==> src/rtl/core/msom_pkg.sv <==
`default_nettype none

package msom_pkg;

  localparam int MaxMotif    = 32;
  localparam int ReadLenMax  = 65536;
  localparam int HitLimitMax = 15;

  localparam int MotifW  = 2 * MaxMotif;
  localparam int RunW    = $clog2(MaxMotif + 1);
  localparam int IndexW  = $clog2(ReadLenMax + 1);
  localparam int PosW    = 16;
  localparam int LimitW  = 4;
  localparam int LenW    = 6;

  localparam logic [1:0] KIND_EXACT    = 2'd0;
  localparam logic [1:0] KIND_ONE_MISS = 2'd1;
  localparam logic [1:0] KIND_SUMMARY  = 2'd2;

  localparam logic [1:0] REG_MOTIF_CODE = 2'd0;
  localparam logic [1:0] REG_MOTIF_LEN  = 2'd1;
  localparam logic [1:0] REG_HIT_LIMIT  = 2'd2;

  localparam int OutDataW = 24;

  typedef struct packed {
    logic              last;
    logic              too_long;
    logic              limit_reached;
    logic [LimitW-1:0] hit_total;
    logic [PosW-1:0]   position;
    logic [1:0]        kind;
  } result_t;

  typedef struct packed {
    logic       valid;
    logic [1:0] code;
  } base_t;

  function automatic base_t decode_base(input logic [7:0] ch);
    base_t b;
    b.valid = 1'b1;
    b.code  = 2'd0;
    case (ch)
      8'h41, 8'h61: b.code = 2'd0;
      8'h43, 8'h63: b.code = 2'd1;
      8'h47, 8'h67: b.code = 2'd2;
      8'h54, 8'h74: b.code = 2'd3;
      default: b.valid = 1'b0;
    endcase
    return b;
  endfunction

endpackage

`default_nettype wire

==> src/rtl/core/motif_scan_one_mismatch_core.sv <==
// motif scanner, hamming distance at most one
// input stream: one read character per word on s_tdata, s_tlast on the final
// character of a read. acgt in either case are bases, anything else empties
// the base window. each window of motif_len bases that equals the motif or
// differs in one base gives a hit word (kind, start position); the word
// after the last character of a read is a summary (hit_total, limit_reached,
// too_long). m_tlast marks the last output word caused by one input word.
// throughput: one character per cycle while s_tready is high. the compare,
// window shift and counters settle in the accept cycle and the words go to
// a four-entry output queue. s_tready is high while the queue has room for
// two words, so a receiver stall backs up into s_tready after three or four
// words are waiting. reset clears the queue and per-read state and sets
// motif_code 0, motif_len 22, hit_limit 3. registers are written over the
// apb port at byte addresses 0, 8 and 16; the user must write them only
// while the stream is idle, as the block itself does not enforce this.
`default_nettype none

module motif_scan_one_mismatch_core (
  input  wire                          clk,
  input  wire                          rst,
  input  wire                          s_tvalid,
  output logic                         s_tready,
  input  wire  [7:0]                   s_tdata,   // base_char
  input  wire                          s_tlast,
  output logic                         m_tvalid,
  input  wire                          m_tready,
  output logic [msom_pkg::OutDataW-1:0] m_tdata,  // kind, position, hit_total,
                                                  // limit_reached, too_long
  output logic                         m_tlast,
  input  wire                          psel,
  input  wire                          penable,
  input  wire                          pwrite,
  input  wire  [4:0]                   paddr,
  input  wire  [63:0]                  pwdata,
  output logic [63:0]                  prdata,
  output logic                         pready
);
  import msom_pkg::*;

  localparam int QDepth = 4;
  localparam int QPtrW  = 2;
  localparam int QCntW  = 3;

  logic [MotifW-1:0] motif_code;
  logic [LenW-1:0]   motif_len;
  logic [LimitW-1:0] hit_limit;

  logic [MotifW-1:0] window;
  logic [RunW-1:0]   valid_run;
  logic [IndexW-1:0] char_index;
  logic [LimitW-1:0] hits_seen;
  logic              overflowed;

  result_t           queue [QDepth];
  logic [QPtrW-1:0]  wr_ptr;
  logic [QPtrW-1:0]  rd_ptr;
  logic [QCntW-1:0]  count;

  logic              cfg_wr;
  logic [LenW-1:0]   len_eff;
  logic [LimitW-1:0] lim_eff;
  logic              take;
  logic              pop;
  base_t             base;
  logic              in_range;
  logic [MotifW-1:0] window_next;
  logic [RunW-1:0]   valid_run_next;
  logic [MaxMotif-1:0] miss;
  logic              hit;
  logic [LimitW-1:0] hits_next;
  logic              overflowed_next;
  logic [PosW-1:0]   start_pos;
  result_t           hit_word;
  result_t           sum_word;
  logic [QCntW-1:0]  n_push;

  // configuration port
  assign pready = 1'b1;
  assign cfg_wr = psel & penable & pwrite;

  always_ff @(posedge clk) begin
    if (rst) begin
      motif_code <= '0;
      motif_len  <= LenW'(22);
      hit_limit  <= LimitW'(3);
    end else if (cfg_wr) begin
      case (paddr[4:3])
        REG_MOTIF_CODE: motif_code <= pwdata;
        REG_MOTIF_LEN:  motif_len  <= pwdata[LenW-1:0];
        REG_HIT_LIMIT:  hit_limit  <= pwdata[LimitW-1:0];
        default: ;
      endcase
    end
  end

  always_comb begin
    prdata = '0;
    case (paddr[4:3])
      REG_MOTIF_CODE: prdata = motif_code;
      REG_MOTIF_LEN:  prdata = {{(64-LenW){1'b0}}, motif_len};
      REG_HIT_LIMIT:  prdata = {{(64-LimitW){1'b0}}, hit_limit};
      default:        prdata = '0;
    endcase
  end

  // effective settings
  always_comb begin
    if (motif_len == '0) begin
      len_eff = LenW'(1);
    end else if (motif_len > LenW'(MaxMotif)) begin
      len_eff = LenW'(MaxMotif);
    end else begin
      len_eff = motif_len;
    end
    if (hit_limit == '0) begin
      lim_eff = LimitW'(1);
    end else if (hit_limit > LimitW'(HitLimitMax)) begin
      lim_eff = LimitW'(HitLimitMax);
    end else begin
      lim_eff = hit_limit;
    end
  end

  // scan logic
  assign s_tready = (count <= QCntW'(QDepth - 2));
  assign take     = s_tvalid & s_tready;
  assign pop      = m_tvalid & m_tready;
  assign base     = decode_base(s_tdata);
  assign in_range = (char_index < IndexW'(ReadLenMax));

  always_comb begin
    if (base.valid) begin
      window_next    = {window[MotifW-3:0], base.code};
      valid_run_next = (valid_run < RunW'(MaxMotif)) ? valid_run + RunW'(1) : valid_run;
    end else begin
      window_next    = '0;
      valid_run_next = '0;
    end
  end

  always_comb begin
    for (int i = 0; i < MaxMotif; i++) begin
      miss[i] = (window_next[2*i +: 2] != motif_code[2*i +: 2]) && (i < int'(len_eff));
    end
  end

  assign hit = base.valid && (valid_run_next >= RunW'(len_eff)) && in_range
               && (hits_seen < lim_eff) && ((miss & (miss - MaxMotif'(1))) == '0);

  assign hits_next       = hit ? hits_seen + LimitW'(1) : hits_seen;
  assign overflowed_next = overflowed | ~in_range;
  assign start_pos       = char_index[PosW-1:0] - PosW'(len_eff) + PosW'(1);

  always_comb begin
    hit_word               = '0;
    hit_word.kind          = (miss == '0) ? KIND_EXACT : KIND_ONE_MISS;
    hit_word.position      = start_pos;
    hit_word.last          = ~s_tlast;
    sum_word               = '0;
    sum_word.kind          = KIND_SUMMARY;
    sum_word.hit_total     = hits_next;
    sum_word.limit_reached = (hits_next >= lim_eff);
    sum_word.too_long      = overflowed_next;
    sum_word.last          = 1'b1;
  end

  always_ff @(posedge clk) begin
    if (rst) begin
      window     <= '0;
      valid_run  <= '0;
      char_index <= '0;
      hits_seen  <= '0;
      overflowed <= 1'b0;
    end else if (take) begin
      if (s_tlast) begin
        window     <= '0;
        valid_run  <= '0;
        char_index <= '0;
        hits_seen  <= '0;
        overflowed <= 1'b0;
      end else begin
        window     <= window_next;
        valid_run  <= valid_run_next;
        char_index <= in_range ? char_index + IndexW'(1) : char_index;
        hits_seen  <= hits_next;
        overflowed <= overflowed_next;
      end
    end
  end

  // output queue
  assign n_push = take ? (QCntW'(hit) + QCntW'(s_tlast)) : '0;

  always_ff @(posedge clk) begin
    if (take) begin
      if (hit) begin
        queue[wr_ptr] <= hit_word;
        if (s_tlast) begin
          queue[wr_ptr + QPtrW'(1)] <= sum_word;
        end
      end else if (s_tlast) begin
        queue[wr_ptr] <= sum_word;
      end
    end
  end

  always_ff @(posedge clk) begin
    if (rst) begin
      wr_ptr <= '0;
      rd_ptr <= '0;
      count  <= '0;
    end else begin
      wr_ptr <= wr_ptr + n_push[QPtrW-1:0];
      if (pop) begin
        rd_ptr <= rd_ptr + QPtrW'(1);
      end
      count <= count + n_push - QCntW'(pop);
    end
  end

  assign m_tvalid = (count != '0);
  assign m_tdata  = {queue[rd_ptr].too_long, queue[rd_ptr].limit_reached,
                     queue[rd_ptr].hit_total, queue[rd_ptr].position, queue[rd_ptr].kind};
  assign m_tlast  = queue[rd_ptr].last;

endmodule

`default_nettype wire

==> config.mk <==
export PLATFORM = sky130hd
export DESIGN_NAME = motif_scan_one_mismatch_core
export DESIGN_NICKNAME = d
export VERILOG_FILES = /design/src/rtl/core/msom_pkg.sv /design/src/rtl/core/motif_scan_one_mismatch_core.sv
export SDC_FILE = /design/constraint.sdc
export NUM_CORES = 1
export LEC_CHECK = 0
export BUFFER_PORTS_ARGS = -buffer_cell sky130_fd_sc_hd__buf_2
export CAP_MARGIN = 20
export CORE_MARGIN = 2
export CORE_UTILIZATION = 43
export DETAILED_ROUTE_END_ITERATION = 10
export MAX_ROUTING_LAYER = met4
export SYNTH_ARGS = -nofsm -noshare
export SYNTH_HDL_FRONTEND = slang
export SYNTH_SLANG_ARGS = --single-unit
==> constraint.sdc <==
create_clock -name clk -period 6.2 [get_ports clk]
set_clock_uncertainty 0.1 [all_clocks]
set_input_delay 0.62 -clock clk [delete_from_list [all_inputs] [get_ports clk]]
set_output_delay 0.62 -clock clk [all_outputs]
set_load 0.01 [all_outputs]
# Word-level counts from Yosys, hierarchy flattened
# Memories as Yosys holds them, arrays and structs flattened. A register that Yosys moved wholly into a read port is not among the register bits.
# Cells that the tools add are included.
[classes]
n_bitwise = 9
reduce_logical = 51
add_sub_neg = 12
eq_ne = 42
n_mux = 32
magnitude_cmp = 40
[ops]
columns = ["operator", "n"]
rows = [
  ["64-bit case mux with 3 select lines", 1],
  ["5-bit by 6-bit < comparator with 1-bit output, first input constant", 16],
  ["8-bit by 7-bit equality test with 1-bit output, second input constant", 8],
  ["32-bit zero test", 2],
  ["64-bit 2-to-1 mux", 1],
  ["2-bit inequality test", 32],
  ["62-bit 2-to-1 mux", 1],
  ["4-bit by 6-bit < comparator with 1-bit output, first input constant", 8],
  ["1-bit logical AND", 36],
  ["17-bit 2-to-1 mux", 2],
  ["32-bit AND", 1],
  ["32-bit by 1-bit subtractor with 32-bit output, second input constant", 1],
  ["6-bit 2-to-1 mux", 5],
  ["25-bit 2-to-1 mux", 1],
  ["3-bit by 6-bit < comparator with 1-bit output, first input constant", 4],
  ["17-bit by 1-bit adder with 17-bit output, second input constant", 1],
  ["17-bit < comparator, second input constant", 1],
  ["16-bit by 1-bit adder with 16-bit output, second input constant", 1],
  ["4-bit 2-to-1 mux", 4],
  ["16-bit by 6-bit subtractor with 16-bit output", 1],
  ["1-bit 2-to-1 mux", 13],
  ["1-bit by 6-bit < comparator with 1-bit output, first input constant", 2],
  ["2-bit by 6-bit < comparator with 1-bit output, first input constant", 2],
  ["2-bit AND reduction", 4],
  ["other kinds (28)", 38],
]
[totals]
regBits = 171
in_bits = 85
n_memories = 1
output_inout_bits = 92
ramBits = 100
[memory_table]
columns = ["memory", "depth", "width", "rd", "rd_ports_with_merged_regs", "write_ports", "line_no", "source"]
rows = [
  ["queue", 4, 25, 1, 1, 2, "motif_scan_one_mismatch_core.sv:54", "result_t queue [QDepth];"],
]

# Logic depth before layout (Yosys ltp)
[logic_depth]
ltp_word = 14
ltp_mapped = 28

# Worst setup path before layout
# OpenSTA, ideal clock, no wires.
[synth_path]
path_type = "input to register"
from = "input s_tdata[3]"
to = "memory queue[0][18] in the netlist's numbering, enable pin"
required_time_ps = 5835
stages = 26
setup_ps = 265
t_arrival_ps = 4997
path_buffers = 6
setup_slack_ps = 838
path_cell_list = "nor3b_2 > o211ai_2 > nand2_2 > buf_6 > buf_6 > buf_4 > nand2_1 > ha_1 > nand2b_1 > a21o_1 > a21o_1 > a21o_1 > a211o_1 > and4b_1 > nand4b_1 > nor4b_1 > and4_1 > buf_6 > buf_6 > ha_1 > nand2_1 > nor2_1 > nor2_1 > a21boi_4 > buf_2 > inv_1"
[synth_lines]
columns = ["item", "line_no", "source"]
rows = [
  ["start: declaration", "motif_scan_one_mismatch_core.sv:23", "input wire [7:0] s_tdata,"],
  ["end: declaration", "motif_scan_one_mismatch_core.sv:54", ""],
]

==> metrics.md <==
| Metric | Value |
|---|---|
| Slew margin rel. | 32.14% |
| Switching part of the total | 27.38% |
| Metal3 WL | 2406 um |
| Portion of total power attributed to the clock network | 40.7% |
| Aggregate routed wire length | 43360 um |
| WP data arrival | 5.54 ns |
| Adder and majority cell fraction of the synthesized area | 4.691% |
| Proportion of power drawn by flip-flops and latches | 42.8% |
| # DRC | 0 |
| Net switching power figure | 1.262 mW |
| Part of the Yosys area used for sequential elements | 38.26% |
| Detail Placement HPWL | 30440 um |
| Number of flops mapped to enable cells by yosys | 24 |
| Maximum fanout encountered on the critical timing path | 10 |
| Data required time of the critical path | 6.40 ns |
| CTS max path bufs | 3 |
| Critical path class | register to register |
| Via density per instance | 5.685 |
| Met1 Routed Length | 20420 um |
| Leading register cell type out of synthesis | sky130_fd_sc_hd__dfxtp_1 |
| Met2 routed WL | 19420 um |
| Post-CTS setup buffer count | 0 |
| Combinational family with the most area after synthesis | compound AO/OA/AOI/OAI gates |
| Cell area after synthesis | 14910 sq um |
| Synthesis-stage register bit count | 273 |
| Global placer's final weighted congestion | 0.9041 |
| Buffer type at the clock tree root | sky130_fd_sc_hd__clkbuf_16 |
| Internal Dissipation | 3.346 mW |
| Max Transition Viols Final | 0 |
| Number of antenna violations at the first check in global routing | 0 |
| Post-CTS Resized | 0 |
| Synthesis-to-finish area growth | 15.89% |
| Final setup violating endpoints | 0 |
| Shortest period the worst path allows | 5.341 ns |
| Starting density of the core | 43.38% |
| Overall via count from detail_route | 13420 |
| Worst Setup Start Kind | register |
| Number of antenna cells inserted | 0 |
| Fin crit share | 86.14% |
| Die Area | 36180 sq um |
| Synth area leader | sky130_fd_sc_hd__dfxtp_1 |
| First-iteration detailed-routing DRC count | 1153 |
| Total clock buffers created by CTS | 31 |
| Area share of and/or/nand/nor cells after synthesis | 20.56% |
| Post-synthesis share of cell area spent on xor and xnor gates | 3.936% |
| Clock slew at the register clock pins of the worst setup and hold paths | 0.06 ns |
| Run status | complete, no violations |
| Combined global-route utilization of all metal layers | 24.64% |
| Global-route congestion overflow total | 0 |
| # nets final | 2022 |
| Total negative slack for setup checks | 0 ns |
| Largest cells by area after synthesis | sky130_fd_sc_hd__dfxtp_1 (33%), sky130_fd_sc_hd__nand2_1 (4.9%), sky130_fd_sc_hd__edfxtp_1 (4.8%) |
| Count of final hold-check violations | 0 |
| Fraction of layout instances using a drive strength above 1 | 17.05% |
| Most common cell after layout, fill and taps aside | sky130_fd_sc_hd__dfxtp_1 |
| Count of buffers from port buffering | 171 |
| RSZ-0062 raised after global routing | false |
| Synthesized area per cell | 8.559 sq um |
| Hold bufs inserted after CTS | 0 |
| Clock latency on the worst-skew pair | 0.57 ns |
| Die width | 190.2 um |
| Highest Clock Rate | 0.1872 GHz |
| ANT nets after route | 0 |
| Number of H-tree branching levels | 1 |
| Hold WS | 0.1899 ns |
| Count of pins on the block boundary | 177 |
| Worst voltage drop across the vdd grid | 0.0002203 V |
| Number of warning messages in the yosys log | 0 |
| Synth Area in Compound Gates | 22.05% |
| Number of iterations in the first detailed-routing pass | 7 |
| Highest metal layer with signal wires | met4 |
| Vias in the first global route | 12740 |
| Synthesized instance count | 1742 |
| Reported leakage power | 6.932 nW |
| Combinational Power Share | 16.5% |
| Commonest cells after routing, fill and taps aside | sky130_fd_sc_hd__dfxtp_1 (248), sky130_fd_sc_hd__nand2_1 (193), sky130_fd_sc_hd__nor2_1 (188) |
| Share of flip-flops with an asynchronous set or reset after synthesis | 0% |
| Net count of the mapped netlist | 1880 |
| Global-route wire length before repair | 69800 um |
| Count of cell types in the netlist | 90 |
| Tightest Pin Transition | 1.016 ns |
| Share of synthesized area spent on multiplexers | 5.136% |
| TritonCTS clock tree | built |
| Classification of the worst-slack hold path | primary input to register |
| Power per cell area | 266.6 nW/um^2 |
| Routed WL per cell | 18.36 um |
| Max-capacitance violation count | 0 |
| Area inside the core boundary | 34370 sq um |
| Cell Rows | 68 |
| Sinks on the clock net | 273 |
| Type of element capturing the critical path | register |
| Area share of the largest cell type after synthesis | 33.43% |
| Pin count of the biggest net entering global routing | 83 |
| Overall die height | 190.2 um |
-- synth_stat cells, types with 25 or more instances --
cell	n
sky130_fd_sc_hd__clkbuf_1	84
sky130_fd_sc_hd__ha_1	51
sky130_fd_sc_hd__and2_1	77
sky130_fd_sc_hd__xnor2_1	51
sky130_fd_sc_hd__o21ai_0	69
sky130_fd_sc_hd__mux4_2	25
sky130_fd_sc_hd__o21ai_1	27
sky130_fd_sc_hd__a32oi_1	40
sky130_fd_sc_hd__inv_1	77
sky130_fd_sc_hd__a21oi_1	104
sky130_fd_sc_hd__dfxtp_1	249
sky130_fd_sc_hd__o2bb2ai_1	30
sky130_fd_sc_hd__nor2_1	190
sky130_fd_sc_hd__nand2_1	194
sky130_fd_sc_hd__a22oi_1	70
sky130_fd_sc_hd__nand3_1	38
-- power by group through the flow --
stage | logic (mW) | clock network, mW | registers (mW)
after global routing | 0.841 | 1.99 | 1.98
after floorplan | 0.521 | 0 | 1.97
after detailed placement | 0.717 | 0 | 2.04
after global placement | 0.706 | 0 | 2.04
final | 0.761 | 1.87 | 1.97
after CTS | 0.720 | 1.92 | 2.01
-- through the flow --
stage          setup WS (ns)  std cells  total power, mW  area, sq um  util (%)
5_1_grt               0.5149       2361            4.817        17280     50.27
6_report              0.8591       2361            4.607        17280     50.27
3_3_place_gp          0.5541       2304            2.743        16210     47.16
3_5_place_dp          0.4576       2305            2.762        16220     47.18
4_1_cts               0.9062       2360            4.652        17260     50.21
2_1_floorplan         0.8385       1742            2.494        14910         -
-- routing by layer --
layer  vias up  track usage, %
li1       6565               -
met1      6434           34.21
met2       354           38.11
met3        70           3.036
met4         0           6.410
met5         -               -
-- final cells by class --
class,count,area (sq um)
fillers,3334,17090
multi-input cells,1281,8439
flip-flops and latches,273,5707
repair buffers,218,1221
clock buffers,42,868.3
well taps,455,569.3
inverters,79,299.0
clock inverters,13,175.2
-- worst max-delay path, stage by stage, from the launching register on --
cell and delay, ns:
sky130_fd_sc_hd__dfxtp_1 0.42, sky130_fd_sc_hd__buf_4 0.23, sky130_fd_sc_hd__or3_1 0.43, sky130_fd_sc_hd__a21oi_1 0.28, sky130_fd_sc_hd__a221oi_1 0.08, sky130_fd_sc_hd__or4_4 0.58, sky130_fd_sc_hd__nor4_4 0.43, sky130_fd_sc_hd__nor2_1 0.10
sky130_fd_sc_hd__nor4b_1 0.49, sky130_fd_sc_hd__and4_1 0.27, sky130_fd_sc_hd__buf_4 0.20, sky130_fd_sc_hd__xnor2_1 0.28, sky130_fd_sc_hd__ha_1 0.31, sky130_fd_sc_hd__nand2b_1 0.14, sky130_fd_sc_hd__a21o_1 0.17, sky130_fd_sc_hd__a21o_1 0.17
sky130_fd_sc_hd__a21oi_1 0.28, sky130_fd_sc_hd__nor2_1 0.10
-- final timing paths --
| check | start | endpoint | slack [ns] | depth (start not counted) |
|---|---|---|---|---|
| worst max-delay path | motif_len[2] | queue[3][22] | 0.86 | 17 |
| worst min-delay path | pwdata[45] | motif_code[45] | 0.19 | 3 |
| worst max register to register | motif_len[2] | queue[3][22] | 0.86 | 17 |
| worst min register to register | queue[2][11] | queue[2][11] | 0.36 | 1 |
-- registers in the layout, indices dropped and copies added (netlist names), 4 cells and up, named ones only --
name / cells
window: 62
queue: 100
char_index: 17
hits_seen: 4
hit_limit: 4
valid_run: 6
motif_code: 64
motif_len: 6
-- logic make-up (layout without fill, tap and decap cells) --
logic type,count (synthesis),after routing
XOR/XNOR,67,67
multiplexers,45,45
other,1,1
buffers and inverters,188,352
AO/OA/AOI/OAI,480,480
AND/OR/NAND/NOR,633,633
flip-flops,273,273
adder cells (fa/ha/maj),55,55
(Power assumes the default switching activity.)
